[src/ddsg_pkg.sv]
// Shared types and constants for the DDS step/direction generator.
// No dependencies; compiled first.
`default_nettype none

package ddsg_pkg;

    // Default configuration of the generator
    localparam int DEF_AXES           = 4;
    localparam int DEF_ACC_WIDTH      = 32;
    localparam int DEF_STEP_BIT_INDEX = 16;

    // Fixed item layout
    localparam int FUNC_WIDTH = 2;
    localparam int VEL_WIDTH  = 32;
    localparam int POS_WIDTH  = 32;
    localparam int PORT_AXES  = 4;
    localparam int WIDE_WIDTH = 64;

    typedef logic [FUNC_WIDTH-1:0]       func_t;
    typedef logic signed [VEL_WIDTH-1:0] vel_t;
    typedef logic signed [POS_WIDTH-1:0] pos_t;
    typedef logic [PORT_AXES-1:0]        levels_t;

    // Item function codes; the fourth code does nothing
    localparam func_t FUNC_TICK  = 2'd0;
    localparam func_t FUNC_LOAD  = 2'd1;
    localparam func_t FUNC_CLEAR = 2'd2;

endpackage

`default_nettype wire

[src/ddsg_if.sv]
// Valid/ready channels of the step/direction generator: command and result.
// Depends on ddsg_pkg.
`default_nettype none

interface ddsg_cmd_if;
    import ddsg_pkg::*;

    logic  valid;
    logic  ready;
    func_t func;
    vel_t  vel_x;
    vel_t  vel_y;
    vel_t  vel_z;
    vel_t  vel_a;

    modport source (output valid, output func, output vel_x, output vel_y,
                    output vel_z, output vel_a, input ready);
    modport sink   (input valid, input func, input vel_x, input vel_y,
                    input vel_z, input vel_a, output ready);
endinterface

interface ddsg_res_if;
    import ddsg_pkg::*;

    logic    valid;
    logic    ready;
    levels_t step_levels;
    levels_t dir_levels;
    pos_t    pos_x;
    pos_t    pos_y;
    pos_t    pos_z;
    pos_t    pos_a;

    modport source (output valid, output step_levels, output dir_levels,
                    output pos_x, output pos_y, output pos_z, output pos_a,
                    input ready);
    modport sink   (input valid, input step_levels, input dir_levels,
                    input pos_x, input pos_y, input pos_z, input pos_a,
                    output ready);
endinterface

`default_nettype wire

[src/dds_step_dir_generator.sv]
// Phase-accumulator step/direction generator for AXES axes.
// Depends on ddsg_pkg and the channel interfaces in ddsg_if.
//
// Each command item is a tick, a velocity load, a reset of all axes or the unused
// code, which holds everything. A tick toggles an axis's step output whenever the
// accumulator's step bit differs from the copy taken at its last toggle, then adds
// the signed velocity to the accumulator. Direction follows the velocity's sign at
// the falling edge of step (1 = negative, held for zero velocity). Every command
// item yields exactly one result item with step levels, direction levels and the
// low 32 bits of the first four accumulators, in the cycle after it is taken.
// The block takes one item per clock while its results are taken: all per-axis work
// is one add and one compare between the axis state registers and the result register,
// and a waiting result is overwritten only when it is taken in the same cycle.
`default_nettype none

module dds_step_dir_generator #(
    parameter int AXES           = ddsg_pkg::DEF_AXES,
    parameter int ACC_WIDTH      = ddsg_pkg::DEF_ACC_WIDTH,
    parameter int STEP_BIT_INDEX = ddsg_pkg::DEF_STEP_BIT_INDEX
) (
    input  wire         clk,
    input  wire         rst_n,
    ddsg_cmd_if.sink    cmd,
    ddsg_res_if.source  result
);
    import ddsg_pkg::*;

    localparam bit STEP_IN_RANGE = (STEP_BIT_INDEX < ACC_WIDTH);
    localparam int STEP_POS      = STEP_IN_RANGE ? STEP_BIT_INDEX : 0;

    typedef logic [ACC_WIDTH-1:0] acc_t;

    // Per-axis state
    acc_t        accum_reg      [AXES];
    vel_t        vel_reg        [AXES];
    logic [AXES-1:0] last_bit_reg;
    logic [AXES-1:0] last_sign_reg;
    logic [AXES-1:0] next_high_reg;
    logic [AXES-1:0] step_reg;
    logic [AXES-1:0] dir_reg;

    acc_t        accum_next     [AXES];
    vel_t        vel_next       [AXES];
    logic [AXES-1:0] last_bit_next;
    logic [AXES-1:0] last_sign_next;
    logic [AXES-1:0] next_high_next;
    logic [AXES-1:0] step_next;
    logic [AXES-1:0] dir_next;

    // Result register
    logic    res_valid_reg;
    levels_t res_step_reg;
    levels_t res_dir_reg;
    pos_t    res_pos_reg  [PORT_AXES];
    levels_t res_step_next;
    levels_t res_dir_next;
    pos_t    res_pos_next [PORT_AXES];

    vel_t    vel_in   [PORT_AXES];
    vel_t    vel_load [AXES];
    logic    cmd_fire;

    assign cmd.ready = !res_valid_reg || result.ready;
    assign cmd_fire  = cmd.valid && cmd.ready;

    assign vel_in[0] = cmd.vel_x;
    assign vel_in[1] = cmd.vel_y;
    assign vel_in[2] = cmd.vel_z;
    assign vel_in[3] = cmd.vel_a;

    // Axes past the fourth load zero velocity
    for (genvar g = 0; g < AXES; g++) begin : g_load
        if (g < PORT_AXES) begin : g_port
            assign vel_load[g] = vel_in[g];
        end
        else begin : g_extra
            assign vel_load[g] = '0;
        end
    end

    // Advance all axes for one item
    always_comb
    begin
        logic [WIDE_WIDTH-1:0] vel_wide;
        logic                  bit_now;
        logic                  toggle;
        logic                  sign;
        for (int a = 0; a < AXES; a++)
        begin
            accum_next[a]     = accum_reg[a];
            vel_next[a]       = vel_reg[a];
            last_bit_next[a]  = last_bit_reg[a];
            last_sign_next[a] = last_sign_reg[a];
            next_high_next[a] = next_high_reg[a];
            step_next[a]      = step_reg[a];
            dir_next[a]       = dir_reg[a];

            vel_wide = WIDE_WIDTH'(vel_reg[a]);
            bit_now  = STEP_IN_RANGE ? accum_reg[a][STEP_POS] : 1'b0;
            toggle   = (bit_now != last_bit_reg[a]);
            sign     = vel_reg[a][VEL_WIDTH-1];

            unique case (cmd.func)
                FUNC_TICK:
                begin
                    if (toggle)
                    begin
                        last_bit_next[a]  = bit_now;
                        next_high_next[a] = !next_high_reg[a];
                        step_next[a]      = next_high_reg[a];
                    end
                    accum_next[a] = accum_reg[a] + vel_wide[ACC_WIDTH-1:0];
                    // Falling edge of step: follow a changed velocity sign
                    if (toggle && !next_high_reg[a] && (sign != last_sign_reg[a]))
                    begin
                        last_sign_next[a] = sign;
                        if (sign)
                        begin
                            dir_next[a] = 1'b1;
                        end
                        else if (vel_reg[a] != '0)
                        begin
                            dir_next[a] = 1'b0;
                        end
                    end
                end
                FUNC_LOAD:
                begin
                    vel_next[a] = vel_load[a];
                end
                FUNC_CLEAR:
                begin
                    accum_next[a]     = '0;
                    vel_next[a]       = '0;
                    last_bit_next[a]  = 1'b0;
                    last_sign_next[a] = 1'b0;
                    next_high_next[a] = 1'b1;
                    step_next[a]      = 1'b0;
                    dir_next[a]       = 1'b0;
                end
                default:
                begin
                    // Unused code: hold everything
                end
            endcase
        end
    end

    // Map the first four axes onto the result fields
    for (genvar g = 0; g < PORT_AXES; g++) begin : g_out
        if (g < AXES) begin : g_live
            logic [WIDE_WIDTH-1:0] acc_wide;
            assign acc_wide         = WIDE_WIDTH'(accum_next[g]);
            assign res_pos_next[g]  = acc_wide[POS_WIDTH-1:0];
            assign res_step_next[g] = step_next[g];
            assign res_dir_next[g]  = dir_next[g];
        end
        else begin : g_none
            assign res_pos_next[g]  = '0;
            assign res_step_next[g] = 1'b0;
            assign res_dir_next[g]  = 1'b0;
        end
    end

    // Hold axis state; advance on each accepted item
    always_ff @(posedge clk or negedge rst_n)
    begin
        if (!rst_n)
        begin
            for (int a = 0; a < AXES; a++)
            begin
                accum_reg[a] <= '0;
                vel_reg[a]   <= '0;
            end
            last_bit_reg  <= '0;
            last_sign_reg <= '0;
            next_high_reg <= '1;
            step_reg      <= '0;
            dir_reg       <= '0;
        end
        else if (cmd_fire)
        begin
            for (int a = 0; a < AXES; a++)
            begin
                accum_reg[a] <= accum_next[a];
                vel_reg[a]   <= vel_next[a];
            end
            last_bit_reg  <= last_bit_next;
            last_sign_reg <= last_sign_next;
            next_high_reg <= next_high_next;
            step_reg      <= step_next;
            dir_reg       <= dir_next;
        end
    end

    // Result valid: set by an accepted item, dropped when taken
    always_ff @(posedge clk or negedge rst_n)
    begin
        if (!rst_n)
        begin
            res_valid_reg <= 1'b0;
        end
        else if (cmd_fire)
        begin
            res_valid_reg <= 1'b1;
        end
        else if (result.ready)
        begin
            res_valid_reg <= 1'b0;
        end
    end

    // Result payload
    always_ff @(posedge clk)
    begin
        if (cmd_fire)
        begin
            res_step_reg <= res_step_next;
            res_dir_reg  <= res_dir_next;
            for (int o = 0; o < PORT_AXES; o++)
            begin
                res_pos_reg[o] <= res_pos_next[o];
            end
        end
    end

    assign result.valid       = res_valid_reg;
    assign result.step_levels = res_step_reg;
    assign result.dir_levels  = res_dir_reg;
    assign result.pos_x       = res_pos_reg[0];
    assign result.pos_y       = res_pos_reg[1];
    assign result.pos_z       = res_pos_reg[2];
    assign result.pos_a       = res_pos_reg[3];

endmodule

`default_nettype wire

[src/flat_wrapper.sv]
// flat-port wrapper written by rule: the top's interface ports become plain ports
module dds_step_dir_generator_flat import ddsg_pkg::*;
#(
    parameter int AXES           = ddsg_pkg::DEF_AXES,
    parameter int ACC_WIDTH      = ddsg_pkg::DEF_ACC_WIDTH,
    parameter int STEP_BIT_INDEX = ddsg_pkg::DEF_STEP_BIT_INDEX
)
  (clk, rst_n, cmd_valid, cmd_func, cmd_vel_x, cmd_vel_y, cmd_vel_z, cmd_vel_a, cmd_ready, result_valid, result_step_levels, result_dir_levels, result_pos_x, result_pos_y, result_pos_z, result_pos_a, result_ready);
  ddsg_cmd_if cmd_i ();
  ddsg_res_if result_i ();
  input  wire clk;
  input  wire rst_n;
  input wire logic [$bits(cmd_i.valid)-1:0] cmd_valid;
  input wire logic [$bits(cmd_i.func)-1:0] cmd_func;
  input wire logic [$bits(cmd_i.vel_x)-1:0] cmd_vel_x;
  input wire logic [$bits(cmd_i.vel_y)-1:0] cmd_vel_y;
  input wire logic [$bits(cmd_i.vel_z)-1:0] cmd_vel_z;
  input wire logic [$bits(cmd_i.vel_a)-1:0] cmd_vel_a;
  output wire logic [$bits(cmd_i.ready)-1:0] cmd_ready;
  output wire logic [$bits(result_i.valid)-1:0] result_valid;
  output wire logic [$bits(result_i.step_levels)-1:0] result_step_levels;
  output wire logic [$bits(result_i.dir_levels)-1:0] result_dir_levels;
  output wire logic [$bits(result_i.pos_x)-1:0] result_pos_x;
  output wire logic [$bits(result_i.pos_y)-1:0] result_pos_y;
  output wire logic [$bits(result_i.pos_z)-1:0] result_pos_z;
  output wire logic [$bits(result_i.pos_a)-1:0] result_pos_a;
  input wire logic [$bits(result_i.ready)-1:0] result_ready;
  assign cmd_i.valid = cmd_valid;
  assign cmd_i.func = cmd_func;
  assign cmd_i.vel_x = cmd_vel_x;
  assign cmd_i.vel_y = cmd_vel_y;
  assign cmd_i.vel_z = cmd_vel_z;
  assign cmd_i.vel_a = cmd_vel_a;
  assign cmd_ready = cmd_i.ready;
  assign result_valid = result_i.valid;
  assign result_step_levels = result_i.step_levels;
  assign result_dir_levels = result_i.dir_levels;
  assign result_pos_x = result_i.pos_x;
  assign result_pos_y = result_i.pos_y;
  assign result_pos_z = result_i.pos_z;
  assign result_pos_a = result_i.pos_a;
  assign result_i.ready = result_ready;
  dds_step_dir_generator #(.AXES(AXES), .ACC_WIDTH(ACC_WIDTH), .STEP_BIT_INDEX(STEP_BIT_INDEX)) u_core (.clk(clk), .rst_n(rst_n), .cmd(cmd_i), .result(result_i));
endmodule
[config.mk]
export PLATFORM = sky130hd
export DESIGN_NAME = dds_step_dir_generator_flat
export DESIGN_NICKNAME = d
export VERILOG_FILES = /design/src/ddsg_pkg.sv /design/src/ddsg_if.sv /design/src/dds_step_dir_generator.sv /design/src/flat_wrapper.sv
export SDC_FILE = /design/constraint.sdc
export NUM_CORES = 1
export LEC_CHECK = 0
export ABC_AREA = 1
export BUFFER_PORTS_ARGS = -buffer_cell sky130_fd_sc_hd__buf_2
export CAP_MARGIN = 20
export CORE_MARGIN = 3
export CORE_UTILIZATION = 60
export CTS_BUF_LIST = sky130_fd_sc_hd__clkbuf_2 sky130_fd_sc_hd__clkbuf_4 sky130_fd_sc_hd__clkbuf_8
export DETAILED_ROUTE_END_ITERATION = 7
export MAX_ROUTING_LAYER = met4
export PLACE_DENSITY = 0.9
export SYNTH_ARGS = -nofsm -noshare
export SYNTH_HDL_FRONTEND = slang
export SYNTH_SLANG_ARGS = --single-unit
[constraint.sdc]
create_clock -name clk -period 4.02 [get_ports clk]
set_clock_uncertainty 0.15 [all_clocks]
set_input_delay 0.402 -clock clk [delete_from_list [all_inputs] [get_ports clk]]
set_output_delay 0.402 -clock clk [all_outputs]
set_load 0.05 [all_outputs]
==> flow_metrics.py, run 1 <==
metrics = {
    "timing": {
        "setup_violations": 0,
        "hold_viol": 0,
        "final.setup.tns_ps": 0,
        "min_period_ps": 2920,
        "max_freq_mhz": 343,
        "holdWs_ps": 272,
        "rsz0062_at_grt": "false",
        "slew_headroom": 0.337,
        "report.final.slew_viol_count": 0,
        "finalCritPeriodShare": 0.726,
        "tightest_slew_ps": 994,
    },
    "drt": {
        "drtPass1Iterations": 6,
        "drt-vias-per-instance": 5.64,
        "drt-total-wl_um": 86000,
        "drc": 0,
        "drtIter0Drc": 2944,
        "wire_per_inst_um": 17.9,
        "vias": 27000,
        "ant_nets": 0,
    },
    "clock_tree": {
        "cts-root-buf": "clkbuf_8",
        "clk_pin_slew_ps": 70,
        "clockBufferDepth": 3,
        "clk_latency_ps": 680,
        "cts_setup_buffers": 0,
        "h-tree-depth": 3,
        "cts_buffers": 72,
        "numClockSinks": 413,
        "cts_tree": "yes",
    },
    "worst_setup_path": {
        "end_kind": "flip-flop",
        "crit_type": "reg2reg",
        "slowest_delay_ps": 730,
        "cp_max_fo": 64,
        "path_common_cell": "a21oi_1",
        "slowest_stage": "buf_4",
        "crit_chain": "nand2_1 > nand2_4 > nor2_4 > buf_4 > o21ai_0 > a21oi_1 > a21oi_1",
        "arrival_ps": 3300,
        "cp.required_ps": 4400,
        "critPathLaunchType": "flip-flop",
        "critPathBufInv": 1,
        "critPathTopFamily": "simple AND/OR/NAND/NOR gates",
    },
    "place": {
        "dpl-instance-area_mm2": 0.0284,
        "gp_congestion": 1.02,
        "dp_hpwl_um": 55000,
        "io_buffers": 271,
    },
    "synth": {
        "netlist.area_leader.share": 0.259,
        "yosys.area.top_type": "dfrtp_1",
        "synthesis.area_mm2": 0.0264,
        "synth_edf_count": 136,
        "ys_seq_elements": 413,
        "syn_avg_cell_area_um2": 7.03,
        "synth-async-reset-ratio": 0.671,
        "synth-seq-area-share": 0.417,
        "synth_area_leaders": "dfrtp_1 (26%), nand2_1 (18%), edfxtp_1 (15%)",
        "syn-num-nets": 4022,
        "yosys.cell_types.count": 38,
        "synth_ff_type": "dfrtp_1",
        "synth-warning-count": 0,
        "synth_cells": 3758,
    },
    "floorplanning": {
        "pin_count": 272,
        "num_rows": 76,
        "die_w_um": 216,
        "die_area_mm2": 0.0466,
        "initial_core_util": 0.610,
        "core_mm2": 0.0433,
        "die_h_um": 216,
    },
    "layout": {
        "multi_input_area_mm2": 0.0124,
        "layout-drive-gt1-share": 0.115,
        "syn_to_final_growth_pct": 18.5,
        "fin_area_mm2": 0.0313,
        "final_cell_mix": "nand2_1 (1276), inv_1 (670), nand3_1 (343)",
        "final_common_cell": "nand2_1",
        "regArea_mm2": 0.0110,
        "nets": 4412,
        "fill_cells": 3313,
    },
    "global_routing": {
        "antenna_found_initial": 4,
        "grt_max_degree": 184,
        "grt_pass1_vias": 26200,
        "grt_pass1_wl_um": 136000,
        "gr-usage-all-layers": 0.378,
        "overflow": 0,
    },
    "power_and_ir_drop": {
        "p_sw_uw": 9310,
        "powerDensity_mw_per_mm2": 658,
        "power_frac_seq": 0.325,
        "combPwrFrac": 0.458,
        "switching_share": 0.452,
        "p_int_uw": 11300,
        "clock_power_share": 0.217,
        "max-vdd-ir-drop_v": 0.000373,
        "leakage_uw": 0.0169,
    },
    "outcome": {
        "status": "finished clean",
    },
    "run": {
        "maxCapViolations": 0,
    },
    "min_path": {
        "hp-class": "in2async",
    },
}
repair_timing:
action                                 CTS  global route
hold buffers                           130             0
endpoints found under the hold margin  229             0
gates resized for setup                  0             0
path summary, 6_finish.rpt:
check,from,to,slack [ps],cells past startpoint
setup / recovery,u_core.result.valid,u_core.last_sign_reg[1],1100,7
min in group clk,cmd_func[1],u_core.next_high_reg[0],320,4
hold / removal,rst_n,u_core.accum_reg[86],270,2
max in group asynchronous,rst_n,u_core.vel_reg[11],2320,3
setup reg to reg,u_core.result.valid,u_core.last_sign_reg[1],1100,7
hold reg to reg,u_core.accum_reg[58],u_core.accum_reg[58],360,2
synth_stat cells (6+ instances only):
| master | instances |
|---|---|
| a21oi_1 | 107 |
| and3_1 | 8 |
| buf_1 | 9 |
| buf_2 | 41 |
| clkbuf_1 | 54 |
| dfrtp_1 | 273 |
| edfxtp_1 | 136 |
| ha_1 | 126 |
| inv_1 | 670 |
| nand2_1 | 1276 |
| nand2_2 | 13 |
| nand3_1 | 343 |
| nand3b_1 | 8 |
| nand4_1 | 81 |
| nor2_1 | 200 |
| nor2_2 | 6 |
| nor3_1 | 8 |
| o21ai_0 | 222 |
| o21ai_1 | 28 |
| o21bai_1 | 8 |
| o22ai_1 | 60 |
| or2_1 | 6 |
| or2_2 | 27 |
power by group through the flow:
| stage | clock (µW) | combinational (µW) | sequential, µW |
|---|---|---|---|
| detailed placement | 0 | 8970 | 6650 |
| CTS | 4440 | 9150 | 6620 |
| global placement | 0 | 8730 | 6640 |
| finish | 4470 | 9440 | 6700 |
| floorplan | 0 | 5950 | 7350 |
| global route | 4670 | 10500 | 6790 |
area by class of cell:
cell class	instances	area share
well taps	585	0.0234
clock inverters	19	0.00695
diodes	5	0.000400
inverters	674	0.0811
flip-flops and latches	413	0.352
repair buffers	423	0.0937
multi-input cells	2564	0.397
clock buffers	112	0.0456
cells by family after synthesis:
| family | Yosys count | synth area share |
|---|---|---|
| AO/OA/AOI/OAI | 438 | 0.0881 |
| XOR/XNOR | 7 | 0.00232 |
| adder cells (fa/ha/maj) | 130 | 0.0627 |
| buffers and inverters | 781 | 0.113 |
| flip-flops | 413 | 0.417 |
| AND/OR/NAND/NOR | 1989 | 0.316 |
per-layer routing:
metal | GRT usage | share of wire | up-vias | wire length, µm
met5 | - | 0 | - | 0
met1 | 0.468 | 0.39 | 12200 | 33700
met3 | 0.0922 | 0.099 | 467 | 8520
met4 | 0.219 | 0.068 | 0 | 5830
met2 | 0.567 | 0.44 | 1604 | 37900
li1 | - | - | 12700 | -
stage by stage:
step	total power, µW	instances	setup WS [ps]	utilization
6_report	20600	4795	1100	0.724
5_1_grt	22000	4794	877	0.724
4_1_cts	20200	4790	1260	0.723
3_5_place_dp	15600	4529	1180	0.655
3_3_place_gp	15400	4529	1230	0.655
2_1_floorplan	13300	3758	205	-
Note: power is estimated with default switching activity, not from simulation.
==> run 2: changes to the inputs <==
CORE_UTILIZATION = 56   (was 60)
PLACE_DENSITY = 0.88   (was 0.9)
clock period = 2.65 ns   (was 4.02 ns; I/O delays follow)
==> run 2 against run 1 <==
Register-to-register slack got worse by 930 ps. Largest cell class unchanged. Fmax increased by 18%. Global-route usage decreased by 2.7 points. Critical path type unchanged. Utilization decreased by 3.9 points. Power increased by 49%. The flow now finishes with violations (design-rule violations). Sequential cell count unchanged. Critical path depth increased by 4. Design area increased by 0.47%. Non-clock buffer count increased by 23. Worst hold slack got worse by 220 ps. Setup slack got worse by 930 ps.
==> flow_metrics.py, run 2 (synthesis gave the netlist of run 1 again) <==
metrics = {
    "outcome": {
        "status": "finished with violations",
        "violations": "design-rule violations",
    },
    "timing": {
        "min_period_ps": 2480,
        "rsz0062_at_grt": "false",
        "setup_violations": 0,
        "finalCritPeriodShare": 0.935,
        "report.final.slew_viol_count": 0,
        "tightest_slew_ps": 775,
        "hold_viol": 0,
        "max_freq_mhz": 404,
        "holdWs_ps": 52.9,
        "final.setup.tns_ps": 0,
        "slew_headroom": 0.483,
    },
    "floorplanning": {
        "die_area_mm2": 0.0498,
        "die_w_um": 223,
        "pin_count": 272,
        "core_mm2": 0.0460,
        "initial_core_util": 0.575,
        "die_h_um": 223,
        "num_rows": 78,
    },
    "global_routing": {
        "overflow": 0,
        "grt_max_degree": 104,
        "grt_pass1_vias": 25900,
        "gr-usage-all-layers": 0.350,
        "grt_pass1_wl_um": 135000,
        "antenna_found_initial": 8,
    },
    "layout": {
        "fin_util": 0.684,
        "nets": 4434,
        "final_common_cell": "nand2_1",
        "final_cell_mix": "nand2_1 (1276), inv_1 (670), nand3_1 (343)",
        "layout-drive-gt1-share": 0.119,
        "syn_to_final_growth_pct": 19.1,
    },
    "clock_tree": {
        "numClockSinks": 413,
        "cts_tree": "yes",
        "cts-root-buf": "clkbuf_8",
        "clk_latency_ps": 660,
        "cts_buffers": 71,
        "h-tree-depth": 3,
        "clk_pin_slew_ps": 80,
        "clockBufferDepth": 3,
        "cts_setup_buffers": 0,
    },
    "worst_setup_path": {
        "cp_max_fo": 5,
        "crit_chain": "ha_1 > nand2_1 > inv_1 > nand2_1 > nand2_1 > nand2_1 > nand2_1 > a21oi_1 > nand3_1 > nand3_1 > nand2_1",
        "crit_type": "reg2reg",
        "end_kind": "flip-flop",
        "arrival_ps": 2730,
        "slowest_stage": "dfrtp_1",
        "path_common_cell": "nand2_1",
        "slowest_delay_ps": 450,
        "critPathLaunchType": "flip-flop",
        "cp.required_ps": 2910,
    },
    "run": {
        "maxCapViolations": 0,
    },
    "drt": {
        "wire_per_inst_um": 17.6,
        "drt-total-wl_um": 85200,
        "drtIter0Drc": 2858,
        "drc": 8,
        "drt-vias-per-instance": 5.56,
        "drtPass1Iterations": 8,
        "vias": 26800,
        "ant_nets": 0,
    },
    "power_and_ir_drop": {
        "clock_power_share": 0.203,
        "p_sw_uw": 13900,
        "max-vdd-ir-drop_v": 0.000682,
        "combPwrFrac": 0.469,
        "switching_share": 0.455,
        "leakage_uw": 0.0170,
        "p_int_uw": 16700,
        "powerDensity_mw_per_mm2": 974,
        "power_frac_seq": 0.329,
    },
    "place": {
        "io_buffers": 271,
        "dp_hpwl_um": 57700,
        "gp_congestion": 0.990,
    },
    "min_path": {
        "hp-class": "in2async",
    },
}
## run 2: changes by cell type in the layout (fill, tap and decap cells not counted), moves of 3 or more
cell,before,now
buf_4,14,28
clkbuf_8,94,80
buf_12,8,17
clkinv_2,5,14
diode_2,5,8
## run 2: through the flow
stage / cell area, µm² / setup WS, ps / cells / power (µW)
2_1_floorplan: 26400 / 119 / 3758 / 20200
3_3_place_gp: 28700 / 321 / 4567 / 23500
3_5_place_dp: 28700 / 254 / 4567 / 23800
4_1_cts: 31400 / 238 / 4823 / 30200
5_1_grt: 31500 / 3.05 / 4831 / 32800
6_report: 31500 / 172 / 4831 / 30600
## run 2: cell type report
| cell class | instances | area, µm² |
|---|---|---|
| inverter | 674 | 2540 |
| antenna | 8 | 20.0 |
| fill | 3720 | 14500 |
| multi-input combinational | 2564 | 12400 |
| tap | 600 | 751 |
| clock buffer | 99 | 1240 |
| timing repair buffer | 446 | 3220 |
| clock inverter | 27 | 236 |
| sequential | 413 | 11000 |
## run 2: path summary, 6_finish.rpt
check	start	cells after the start	to	slack (ps)
worst max-delay path	u_core.vel_reg[90]	11	u_core.res_pos_reg[1][31]	170
min in group clk	cmd_valid	4	u_core.dir_reg[1]	100
max in group asynchronous	rst_n	3	u_core.next_high_reg[3]	1410
worst max register to register	u_core.vel_reg[90]	11	u_core.res_pos_reg[1][31]	170
worst min-delay path	rst_n	2	u_core.vel_reg[91]	50
worst min register to register	u_core.accum_reg[29]	2	u_core.accum_reg[29]	370
## run 2: what timing repair did
item                                    in CTS  in global routing
resized for setup                            0                  1
endpoints found under the setup margin       0                  2
hold endpoints to repair                   259                  0
hold buffers                               130                  0
## run 2: power by group through the flow
stage	Sequential, µW	Combinational [µW]	Clock [µW]
6_report	10100	14400	6200
5_1_grt	10200	16000	6590
4_1_cts	9980	14000	6240
3_5_place_dp	10100	13800	0
3_3_place_gp	10000	13500	0
2_1_floorplan	11100	9030	0
## run 2: worst max-delay path: cells and delay by family (launching register included)
kind	cells	cell delay [ps]
AOI/OAI and AO/OA	1	390
adders and majority gates	1	400
buffers and inverters	1	50
DFF	1	450
and+or+nand+nor	8	790
## run 2: per-layer routing
| layer | part of all wire | vias up | track usage | routed length (µm) |
|---|---|---|---|---|
| met5 | 0 | - | - | 0 |
| li1 | - | 12800 | - | - |
| met1 | 0.41 | 12200 | 0.447 | 34600 |
| met4 | 0.058 | 0 | 0.177 | 4920 |
| met2 | 0.44 | 1437 | 0.531 | 37900 |
| met3 | 0.092 | 378 | 0.0738 | 7860 |
